`src/rtl/hsga_pkg.sv`:
```
// Shared constants, register indexes and controller/datapath command types
// for the histogram split gain search. No dependencies.
`timescale 1ns / 1ps
package hsga_pkg;
  localparam int MAX_BINS = 256;
  localparam int CNT_W    = $clog2(MAX_BINS + 1);
  localparam int DIV_STEPS = 64;
  localparam int DCNT_W   = $clog2(DIV_STEPS + 1);

  localparam logic [46:0] TERM_MAX = 47'h7FFF_FFFF_FFFF;
  localparam logic signed [49:0] INVALID_GAIN = -50'sd65536;

  localparam logic [1:0] REG_PARENT_GRAD = 2'd0;
  localparam logic [1:0] REG_PARENT_HESS = 2'd1;
  localparam logic [1:0] REG_L2_LAMBDA   = 2'd2;
  localparam logic [1:0] REG_MIN_HESS    = 2'd3;

  localparam logic [1:0] TERM_LEFT   = 2'd0;
  localparam logic [1:0] TERM_RIGHT  = 2'd1;
  localparam logic [1:0] TERM_PARENT = 2'd2;

  typedef struct packed {
    logic       load_item;
    logic       flag_ovf;
    logic       prep;
    logic       div_step;
    logic       acc;
    logic       update;
    logic       emit;
    logic [1:0] term;
  } cmd_t;

  typedef struct packed {
    logic skip;
    logic last;
    logic div_done;
    logic out_free;
  } sts_t;
endpackage

```
`src/rtl/hsga_if.sv`:
```
// Channel interfaces: bin input, split result output, configuration write.
// Depends on nothing.
`timescale 1ns / 1ps
interface hsga_in_if;
  logic               valid;
  logic               ready;
  logic signed [31:0] grad_prefix;
  logic        [30:0] hess_prefix;
  logic               last_bin;
  modport source (output valid, grad_prefix, hess_prefix, last_bin, input ready);
  modport sink   (input valid, grad_prefix, hess_prefix, last_bin, output ready);
endinterface

interface hsga_out_if;
  logic               valid;
  logic               ready;
  logic signed [8:0]  best_bin;
  logic        [46:0] split_gain;
  logic signed [31:0] best_grad_left;
  logic        [30:0] best_hess_left;
  logic               too_many_bins;
  modport source (output valid, best_bin, split_gain, best_grad_left, best_hess_left,
                  too_many_bins, input ready);
  modport sink   (input valid, best_bin, split_gain, best_grad_left, best_hess_left,
                  too_many_bins, output ready);
endinterface

interface hsga_cfg_if;
  logic        valid;
  logic        ready;
  logic [1:0]  index;
  logic [31:0] data;
  modport source (output valid, index, data, input ready);
  modport sink   (input valid, index, data, output ready);
endinterface

```
`src/rtl/hsga_ctrl.sv`:
```
// Sequencing state machine for the split gain search.
// Depends on hsga_pkg.
`timescale 1ns / 1ps
module hsga_ctrl (
  input  logic          clk_i,
  input  logic          rst_ni,
  input  logic          in_valid_i,
  output logic          in_ready_o,
  input  hsga_pkg::sts_t sts_i,
  output hsga_pkg::cmd_t cmd_o
);
  import hsga_pkg::*;

  localparam logic [2:0] ST_IDLE  = 3'd0;
  localparam logic [2:0] ST_CHECK = 3'd1;
  localparam logic [2:0] ST_PREP  = 3'd2;
  localparam logic [2:0] ST_DIV   = 3'd3;
  localparam logic [2:0] ST_ACC   = 3'd4;
  localparam logic [2:0] ST_UPD   = 3'd5;
  localparam logic [2:0] ST_FIN   = 3'd6;
  localparam logic [2:0] ST_EMIT  = 3'd7;

  logic [2:0] state_q, state_d;
  logic [1:0] term_q, term_d;

  always_comb begin
    state_d = state_q;
    term_d  = term_q;
    cmd_o   = '0;
    cmd_o.term = term_q;
    in_ready_o = 1'b0;
    unique case (state_q)
      ST_IDLE: begin
        in_ready_o = 1'b1;
        if (in_valid_i) begin
          cmd_o.load_item = 1'b1;
          state_d = ST_CHECK;
        end
      end
      ST_CHECK: begin
        term_d = TERM_LEFT;
        if (sts_i.skip) begin
          cmd_o.flag_ovf = 1'b1;
          state_d = ST_FIN;
        end else begin
          state_d = ST_PREP;
        end
      end
      ST_PREP: begin
        cmd_o.prep = 1'b1;
        state_d = ST_DIV;
      end
      ST_DIV: begin
        if (sts_i.div_done) begin
          state_d = ST_ACC;
        end else begin
          cmd_o.div_step = 1'b1;
        end
      end
      ST_ACC: begin
        cmd_o.acc = 1'b1;
        if (term_q == TERM_PARENT) begin
          state_d = ST_UPD;
        end else begin
          term_d  = term_q + 2'd1;
          state_d = ST_PREP;
        end
      end
      ST_UPD: begin
        cmd_o.update = 1'b1;
        state_d = ST_FIN;
      end
      ST_FIN: begin
        state_d = sts_i.last ? ST_EMIT : ST_IDLE;
      end
      ST_EMIT: begin
        if (sts_i.out_free) begin
          cmd_o.emit = 1'b1;
          state_d = ST_IDLE;
        end
      end
      default: state_d = ST_IDLE;
    endcase
  end

  always_ff @(posedge clk_i or negedge rst_ni) begin
    if (!rst_ni) begin
      state_q <= ST_IDLE;
      term_q  <= TERM_LEFT;
    end else begin
      state_q <= state_d;
      term_q  <= term_d;
    end
  end
endmodule

```
`src/rtl/hsga_dp.sv`:
```
// Datapath: configuration registers, term squaring, shared restoring divider,
// gain accumulation, running argmax and result register. Depends on hsga_pkg.
`timescale 1ns / 1ps
module hsga_dp (
  input  logic               clk_i,
  input  logic               rst_ni,
  input  logic               cfg_valid_i,
  input  logic [1:0]         cfg_index_i,
  input  logic [31:0]        cfg_data_i,
  input  logic signed [31:0] grad_prefix_i,
  input  logic [30:0]        hess_prefix_i,
  input  logic               last_bin_i,
  input  logic               out_ready_i,
  output logic               out_valid_o,
  output logic signed [8:0]  best_bin_o,
  output logic [46:0]        split_gain_o,
  output logic signed [31:0] best_grad_left_o,
  output logic [30:0]        best_hess_left_o,
  output logic               too_many_bins_o,
  input  hsga_pkg::cmd_t     cmd_i,
  output hsga_pkg::sts_t     sts_o
);
  import hsga_pkg::*;

  logic signed [31:0] pg_q;
  logic [30:0] ph_q, lam_q, mch_q;
  logic signed [31:0] gl_q;
  logic [30:0] hl_q;
  logic last_q;

  logic [63:0] quo_q;
  logic [32:0] rem_q, den_q;
  logic dz_q;
  logic [DCNT_W-1:0] dcnt_q;
  logic signed [49:0] acc_q;

  logic [CNT_W-1:0] cnt_q;
  logic signed [8:0] bbin_q;
  logic [46:0] bgain_q;
  logic signed [31:0] bgrad_q;
  logic [30:0] bhess_q;
  logic ovf_q;
  logic out_valid_q;

  logic signed [32:0] hr, g_sel, g_abs;
  logic signed [33:0] d_sel;
  logic [31:0] mag;
  logic [33:0] rem_sh;
  logic ge;
  logic [46:0] term_val;
  logic signed [49:0] gain_c, gain_f;
  logic split_ok;

  assign hr = $signed({2'b00, ph_q}) - $signed({2'b00, hl_q});

  always_comb begin
    case (cmd_i.term)
      TERM_LEFT: begin
        g_sel = {gl_q[31], gl_q};
        d_sel = $signed({3'b000, hl_q}) + $signed({3'b000, lam_q});
      end
      TERM_RIGHT: begin
        g_sel = $signed({pg_q[31], pg_q}) - $signed({gl_q[31], gl_q});
        d_sel = $signed({hr[32], hr}) + $signed({3'b000, lam_q});
      end
      default: begin
        g_sel = {pg_q[31], pg_q};
        d_sel = $signed({3'b000, ph_q}) + $signed({3'b000, lam_q});
      end
    endcase
  end

  assign g_abs = g_sel[32] ? -g_sel : g_sel;
  assign mag   = g_abs[31:0];

  assign rem_sh = {rem_q, quo_q[63]};
  assign ge     = rem_sh >= {1'b0, den_q};

  assign term_val = (dz_q || (|quo_q[63:47])) ? TERM_MAX : quo_q[46:0];

  assign gain_c   = (acc_q > $signed({3'b000, TERM_MAX})) ? $signed({3'b000, TERM_MAX})
                                                          : acc_q;
  assign split_ok = ({2'b00, hl_q} >= {2'b00, mch_q}) && (hr >= $signed({2'b00, mch_q}));
  assign gain_f   = split_ok ? gain_c : INVALID_GAIN;

  assign sts_o.skip     = cnt_q >= CNT_W'(MAX_BINS);
  assign sts_o.last     = last_q;
  assign sts_o.div_done = dcnt_q == DCNT_W'(DIV_STEPS);
  assign sts_o.out_free = !out_valid_q || out_ready_i;

  always_ff @(posedge clk_i or negedge rst_ni) begin
    if (!rst_ni) begin
      pg_q  <= '0;
      ph_q  <= '0;
      lam_q <= 31'd65536;
      mch_q <= '0;
    end else if (cfg_valid_i) begin
      unique case (cfg_index_i)
        REG_PARENT_GRAD: pg_q  <= cfg_data_i;
        REG_PARENT_HESS: ph_q  <= cfg_data_i[30:0];
        REG_L2_LAMBDA:   lam_q <= cfg_data_i[30:0];
        REG_MIN_HESS:    mch_q <= cfg_data_i[30:0];
        default: ;
      endcase
    end
  end

  always_ff @(posedge clk_i) begin
    if (cmd_i.load_item) begin
      gl_q   <= grad_prefix_i;
      hl_q   <= hess_prefix_i;
      last_q <= last_bin_i;
    end
    if (cmd_i.prep) begin
      quo_q  <= {32'd0, mag} * {32'd0, mag};
      den_q  <= d_sel[32:0];
      dz_q   <= d_sel[33] || (d_sel == '0);
      rem_q  <= '0;
      dcnt_q <= '0;
    end else if (cmd_i.div_step) begin
      rem_q  <= ge ? 33'(rem_sh - {1'b0, den_q}) : rem_sh[32:0];
      quo_q  <= {quo_q[62:0], ge};
      dcnt_q <= dcnt_q + DCNT_W'(1);
    end
    if (cmd_i.load_item) begin
      acc_q <= '0;
    end else if (cmd_i.acc) begin
      if (cmd_i.term == TERM_PARENT) begin
        acc_q <= acc_q - $signed({3'b000, term_val});
      end else begin
        acc_q <= acc_q + $signed({3'b000, term_val});
      end
    end
    if (cmd_i.emit) begin
      best_bin_o       <= bbin_q;
      split_gain_o     <= bgain_q;
      best_grad_left_o <= bgrad_q;
      best_hess_left_o <= bhess_q;
      too_many_bins_o  <= ovf_q;
    end
  end

  always_ff @(posedge clk_i or negedge rst_ni) begin
    if (!rst_ni) begin
      cnt_q       <= '0;
      bbin_q      <= -9'sd1;
      bgain_q     <= '0;
      bgrad_q     <= '0;
      bhess_q     <= '0;
      ovf_q       <= 1'b0;
      out_valid_q <= 1'b0;
    end else begin
      if (out_valid_q && out_ready_i) begin
        out_valid_q <= 1'b0;
      end
      if (cmd_i.flag_ovf) begin
        ovf_q <= 1'b1;
      end
      if (cmd_i.update) begin
        if (gain_f > $signed({3'b000, bgain_q})) begin
          bgain_q <= gain_f[46:0];
          bbin_q  <= 9'(cnt_q);
          bgrad_q <= gl_q;
          bhess_q <= hl_q;
        end
        cnt_q <= cnt_q + CNT_W'(1);
      end
      if (cmd_i.emit) begin
        out_valid_q <= 1'b1;
        cnt_q       <= '0;
        bbin_q      <= -9'sd1;
        bgain_q     <= '0;
        bgrad_q     <= '0;
        bhess_q     <= '0;
        ovf_q       <= 1'b0;
      end
    end
  end

  assign out_valid_o = out_valid_q;
endmodule

```
`src/rtl/histogram_split_gain_argmax.sv`:
```
// Best split search over one feature histogram. For every input bin, three
// squared-over-hessian terms share one restoring divider; each term is squared
// and loaded, takes 64 quotient bits at one per cycle, ends, and is accumulated.
// Each bin also passes the idle, check, argmax update and finish states; a bin
// that closes a histogram also passes emit, which waits while the previous
// result is still held. Bins past capacity skip the terms (idle, check, finish,
// and emit when closing). A result is held in an output register, so the next
// histogram's first bin may be taken while the previous result waits. Config is
// always ready. Depends on hsga_pkg, hsga_if, hsga_ctrl, hsga_dp.
`timescale 1ns / 1ps
module histogram_split_gain_argmax (
  input  logic         clk_i,
  input  logic         rst_ni,
  hsga_in_if.sink      in_i,
  hsga_out_if.source   out_o,
  hsga_cfg_if.sink     cfg_i
);
  import hsga_pkg::*;

  cmd_t cmd;
  sts_t sts;

  assign cfg_i.ready = 1'b1;

  hsga_ctrl u_ctrl (
    .clk_i      (clk_i),
    .rst_ni     (rst_ni),
    .in_valid_i (in_i.valid),
    .in_ready_o (in_i.ready),
    .sts_i      (sts),
    .cmd_o      (cmd)
  );

  hsga_dp u_dp (
    .clk_i            (clk_i),
    .rst_ni           (rst_ni),
    .cfg_valid_i      (cfg_i.valid),
    .cfg_index_i      (cfg_i.index),
    .cfg_data_i       (cfg_i.data),
    .grad_prefix_i    (in_i.grad_prefix),
    .hess_prefix_i    (in_i.hess_prefix),
    .last_bin_i       (in_i.last_bin),
    .out_ready_i      (out_o.ready),
    .out_valid_o      (out_o.valid),
    .best_bin_o       (out_o.best_bin),
    .split_gain_o     (out_o.split_gain),
    .best_grad_left_o (out_o.best_grad_left),
    .best_hess_left_o (out_o.best_hess_left),
    .too_many_bins_o  (out_o.too_many_bins),
    .cmd_i            (cmd),
    .sts_o            (sts)
  );
endmodule
```
`src/flat_wrapper.sv`:
```
// flat-port wrapper written by rule: the top's interface ports become plain ports
module histogram_split_gain_argmax_flat import hsga_pkg::*;
  (clk_i, rst_ni, in_i_valid, in_i_grad_prefix, in_i_hess_prefix, in_i_last_bin, in_i_ready, out_o_valid, out_o_best_bin, out_o_split_gain, out_o_best_grad_left, out_o_best_hess_left, out_o_too_many_bins, out_o_ready, cfg_i_valid, cfg_i_index, cfg_i_data, cfg_i_ready);
  hsga_in_if in_i_i ();
  hsga_out_if out_o_i ();
  hsga_cfg_if cfg_i_i ();
  input  logic clk_i;
  input  logic rst_ni;
  input wire logic [$bits(in_i_i.valid)-1:0] in_i_valid;
  input wire logic [$bits(in_i_i.grad_prefix)-1:0] in_i_grad_prefix;
  input wire logic [$bits(in_i_i.hess_prefix)-1:0] in_i_hess_prefix;
  input wire logic [$bits(in_i_i.last_bin)-1:0] in_i_last_bin;
  output wire logic [$bits(in_i_i.ready)-1:0] in_i_ready;
  output wire logic [$bits(out_o_i.valid)-1:0] out_o_valid;
  output wire logic [$bits(out_o_i.best_bin)-1:0] out_o_best_bin;
  output wire logic [$bits(out_o_i.split_gain)-1:0] out_o_split_gain;
  output wire logic [$bits(out_o_i.best_grad_left)-1:0] out_o_best_grad_left;
  output wire logic [$bits(out_o_i.best_hess_left)-1:0] out_o_best_hess_left;
  output wire logic [$bits(out_o_i.too_many_bins)-1:0] out_o_too_many_bins;
  input wire logic [$bits(out_o_i.ready)-1:0] out_o_ready;
  input wire logic [$bits(cfg_i_i.valid)-1:0] cfg_i_valid;
  input wire logic [$bits(cfg_i_i.index)-1:0] cfg_i_index;
  input wire logic [$bits(cfg_i_i.data)-1:0] cfg_i_data;
  output wire logic [$bits(cfg_i_i.ready)-1:0] cfg_i_ready;
  assign in_i_i.valid = in_i_valid;
  assign in_i_i.grad_prefix = in_i_grad_prefix;
  assign in_i_i.hess_prefix = in_i_hess_prefix;
  assign in_i_i.last_bin = in_i_last_bin;
  assign in_i_ready = in_i_i.ready;
  assign out_o_valid = out_o_i.valid;
  assign out_o_best_bin = out_o_i.best_bin;
  assign out_o_split_gain = out_o_i.split_gain;
  assign out_o_best_grad_left = out_o_i.best_grad_left;
  assign out_o_best_hess_left = out_o_i.best_hess_left;
  assign out_o_too_many_bins = out_o_i.too_many_bins;
  assign out_o_i.ready = out_o_ready;
  assign cfg_i_i.valid = cfg_i_valid;
  assign cfg_i_i.index = cfg_i_index;
  assign cfg_i_i.data = cfg_i_data;
  assign cfg_i_ready = cfg_i_i.ready;
  histogram_split_gain_argmax u_core (.clk_i(clk_i), .rst_ni(rst_ni), .in_i(in_i_i), .out_o(out_o_i), .cfg_i(cfg_i_i));
endmodule
```
`config.mk`:
```
export PLATFORM = sky130hd
export DESIGN_NAME = histogram_split_gain_argmax_flat
export DESIGN_NICKNAME = d
export VERILOG_FILES = /design/src/rtl/hsga_pkg.sv /design/src/rtl/hsga_if.sv /design/src/rtl/hsga_ctrl.sv /design/src/rtl/hsga_dp.sv /design/src/rtl/histogram_split_gain_argmax.sv /design/src/flat_wrapper.sv
export SDC_FILE = /design/constraint.sdc
export NUM_CORES = 2
export LEC_CHECK = 0
export BUFFER_PORTS_ARGS = -buffer_cell sky130_fd_sc_hd__buf_2
export CAP_MARGIN = 15
export CORE_ASPECT_RATIO = 1.25
export CORE_MARGIN = 5
export CORE_UTILIZATION = 51
export CTS_CLUSTER_SIZE = 14
export DETAILED_ROUTE_END_ITERATION = 10
export PLACE_DENSITY = 0.73
export SKIP_CTS_REPAIR_TIMING = 1
export SKIP_LAST_GASP = 1
export SYNTH_ARGS = -nofsm -noshare
export SYNTH_HDL_FRONTEND = slang
export SYNTH_SLANG_ARGS = --single-unit
```
`constraint.sdc`:
```
create_clock -name clk_i -period 26.6 [get_ports clk_i]
set_input_delay 3.99 -clock clk_i [delete_from_list [all_inputs] [get_ports clk_i]]
set_output_delay 3.99 -clock clk_i [all_outputs]
set_load 0.01 [all_outputs]
```
==> metrics.md <==
| Metric | Value |
|---|---|
| Die area | 142000 µm² |
| GP Congestion | 0.960 |
| Post-Syn Area | 68600 µm² |
| Status | finished clean |
| Crit-path max FO | 92 |
| Syn Inst Count | 7319 |
| Post-synth EDFFs | 282 |
| Vias in the first global route | 54498 |
| Routed vias | 53190 |
| Post-route DRC | 0 |
| Largest net degree at the start of global routing | 123 |
| Fmax | 70.3 MHz |
| Commonest non-fill, non-tap cell in the layout | inv_1 |
| Clock sinks | 632 |
| Clk_skew | 0.0286 ns |
| Insertion delay to the later sink of the worst-skew pair | 0.63 ns |
| RSZ-0062 raised after global routing | no |
| Vias per cell | 5.76 |
| Commonest cells after routing, fill and taps aside | inv_1, fa_1, nor2_1 |
| Final wirelength | 192000 µm |
| Worst-path clk slew | 0.06 ns |
| Die Y | 420 µm |
| Slew @ Worst Pin | 1.31 ns |
| Synth warnings | 0 |
| CP required | 26.95 ns |
| Largest area contributor in the netlist | fa_1 |
| 1st-iter DRT viols | 3772 |
| Final net count | 8953 |
| Setup crit start kind | flip-flop |
| Drt pass-1 iters | 8 |
| Maxcap violations | 0 |
| Fin. Hold Viols | 0 |
| Antenna violations before repair | 3 |
| Hold Crit Class | reg -> reg |
| I/O Buffers | 224 |
| Period utilisation layout | 53.5% |
| Max-Slew Margin vs Limit | 11.8% |
| Predominant post-synthesis flop cell | edfxtp_1 |
| Total GRT Usage | 26.9% |
| Area Overhead vs Synth | 7.88% |
| Synth top area share | 23.8% |
| Die X | 338 µm |
| Setup-failing EPs final | 0 |
| H-tree levels | 3 |
| I/O pin total | 226 |
| Slew Viols, Final | 0 |
| Number of cell rows | 150 |
| Global-route wire length before repair | 300000 µm |
| Clock Tree Root | clkbuf_16 |
| Ys async rst share | 41.1% |
| TritonCTS buffer count | 67 |
| Max incr delay on CP | 0.77 ns |
| TNS Setup | 0 ns |
| Syn avg cell area | 9.38 µm² |
| Most used cell, CP | fa_1 |
| #FFs+latches synth | 632 |
| Register area share after synthesis | 24.5% |
| Initial Util | 51.3% |
| Distinct cells, synth | 96 |
| WL/cell | 20.8 µm |
| # diodes | 0 |
| CP max stage cell | inv_1 |
| WS Path Type | reg -> reg |
| Crit. End Element | flip-flop |
| DPL Wire Length | 148000 µm |
| Synth area leaders | fa_1, edfxtp_1, ha_1, dfrtp_1, inv_1 |
| Post-route ant nets | 0 |
| Final min period | 14.23 ns |
| WP data arrival | 14.58 ns |
| Clk buf depth | 3 |
| Grt ovf | 0 |
| Core footprint | 134000 µm² |
| CTS tree | yes |
| Layout cells sized above 1 | 9.26% |
==> final cells by class <==
type / instances / area [µm²]
Inverter: 1357 / 5100
Timing Repair Buffer: 298 / 1710
Clock inverter: 29 / 372
Clock buffer: 94 / 1890
Sequential cell: 632 / 16800
Tap cell: 1748 / 2190
Multi-Input combinational cell: 5073 / 46000
Fill cell: 11718 / 59800
==> logic make-up (layout without fill, tap and decap cells) <==
| family | after synthesis | in the layout | synth area share, % |
|---|---|---|---|
| AND/OR/NAND/NOR | 1781 | 1781 | 11.8 |
| buffers and inverters | 1615 | 1778 | 8.87 |
| adder cells (fa/ha/maj) | 1421 | 1421 | 34.8 |
| AO/OA/AOI/OAI | 1328 | 1328 | 12.3 |
| flip-flops | 632 | 632 | 24.5 |
| XOR/XNOR | 289 | 289 | 3.72 |
| multiplexers | 251 | 251 | 3.95 |
| other | 2 | 3 | 0.0109 |
==> synth_stat cells, drive strengths merged, types with 29 or more instances <==
cell	count
inv	1352
fa	816
nor2	650
ha	605
nand2	586
a21oi	401
o21ai	290
edfxtp	282
dfrtp	250
clkbuf	210
a21o	179
xnor2	177
mux2	160
xor2	112
mux2i	91
dfxtp	90
nand3	71
or3	66
nor3	63
nand2b	62
nor2b	57
a211oi	54
a31oi	53
nand4	50
buf	48
o21a	43
and3	40
o21bai	40
o22ai	33
o221a	32
o31ai	29
==> sequential cells by signal (all words and copies together), names as in the netlist, 2 cells and up <==
register                      count
u_core.u_dp.quo_q                64
u_core.u_dp.acc_q                50
u_core.u_dp.bgain_q              47
u_core.u_dp.split_gain_o         47
u_core.u_dp.den_q                33
u_core.u_dp.rem_q                33
u_core.u_dp.best_grad_left_o     32
u_core.u_dp.bgrad_q              32
u_core.u_dp.gl_q                 32
u_core.u_dp.pg_q                 32
u_core.u_dp.best_hess_left_o     31
u_core.u_dp.bhess_q              31
u_core.u_dp.hl_q                 31
u_core.u_dp.lam_q                31
u_core.u_dp.mch_q                31
u_core.u_dp.ph_q                 31
u_core.u_dp.bbin_q                9
u_core.u_dp.best_bin_o            9
u_core.u_dp.cnt_q                 9
u_core.u_dp.dcnt_q                7
u_core.u_ctrl.state_q             3
u_core.u_ctrl.term_q              2
==> stage by stage <==
stage,area (µm²),cells,hold slack [ns],util [%],worst slack [ns]
6_report,74000,9231,0.444,55.3,12.37
5_1_grt,74000,9231,0.454,55.3,11.65
3_3_place_gp,71700,9107,0.428,53.6,12.77
4_1_cts,74000,9230,0.446,55.3,12.54
3_5_place_dp,71700,9107,0.431,53.6,12.55
2_1_floorplan,68600,7320,0.424,-,15.26
==> worst max-delay path: cells and delay by family (launching register included) <==
family	cells	cell delay (ns)
adder cells (fa/ha/maj)	10	4.49
AO/OA/AOI/OAI	11	3.46
buffers and inverters	10	2.78
AND/OR/NAND/NOR	11	2.50
flip-flops	1	0.41
XOR/XNOR	2	0.25
==> per-layer routing <==
metal  track usage [%]  share of wire (%)  routed length [µm]
met5                 0              0.013                  25
met4              14.1                6.6               12700
met3              3.96                6.4               12200
met2              46.4                 49               93800
met1              32.8                 38               72800
==> worst paths after layout <==
kind | from | end | slack (ns) | cells after the start
max | u_core.u_ctrl.term_q[1] | u_core.u_dp.quo_q[51] | 12.37 | 44
min | u_core.u_dp.bhess_q[24] | u_core.u_dp.best_hess_left_o[24] | 0.44 | 0
max reg2reg | u_core.u_ctrl.term_q[1] | u_core.u_dp.quo_q[51] | 12.37 | 44
min reg2reg | u_core.u_dp.bhess_q[24] | u_core.u_dp.best_hess_left_o[24] | 0.44 | 0
max in group asynchronous | rst_ni | u_core.u_dp.ph_q[20] | 21.54 | 2
min in group asynchronous | rst_ni | u_core.u_dp.bhess_q[17] | 3.45 | 1
Power is not shown: default switching activity piles up to over one toggle a cycle in this logic, so the estimate is an artifact.
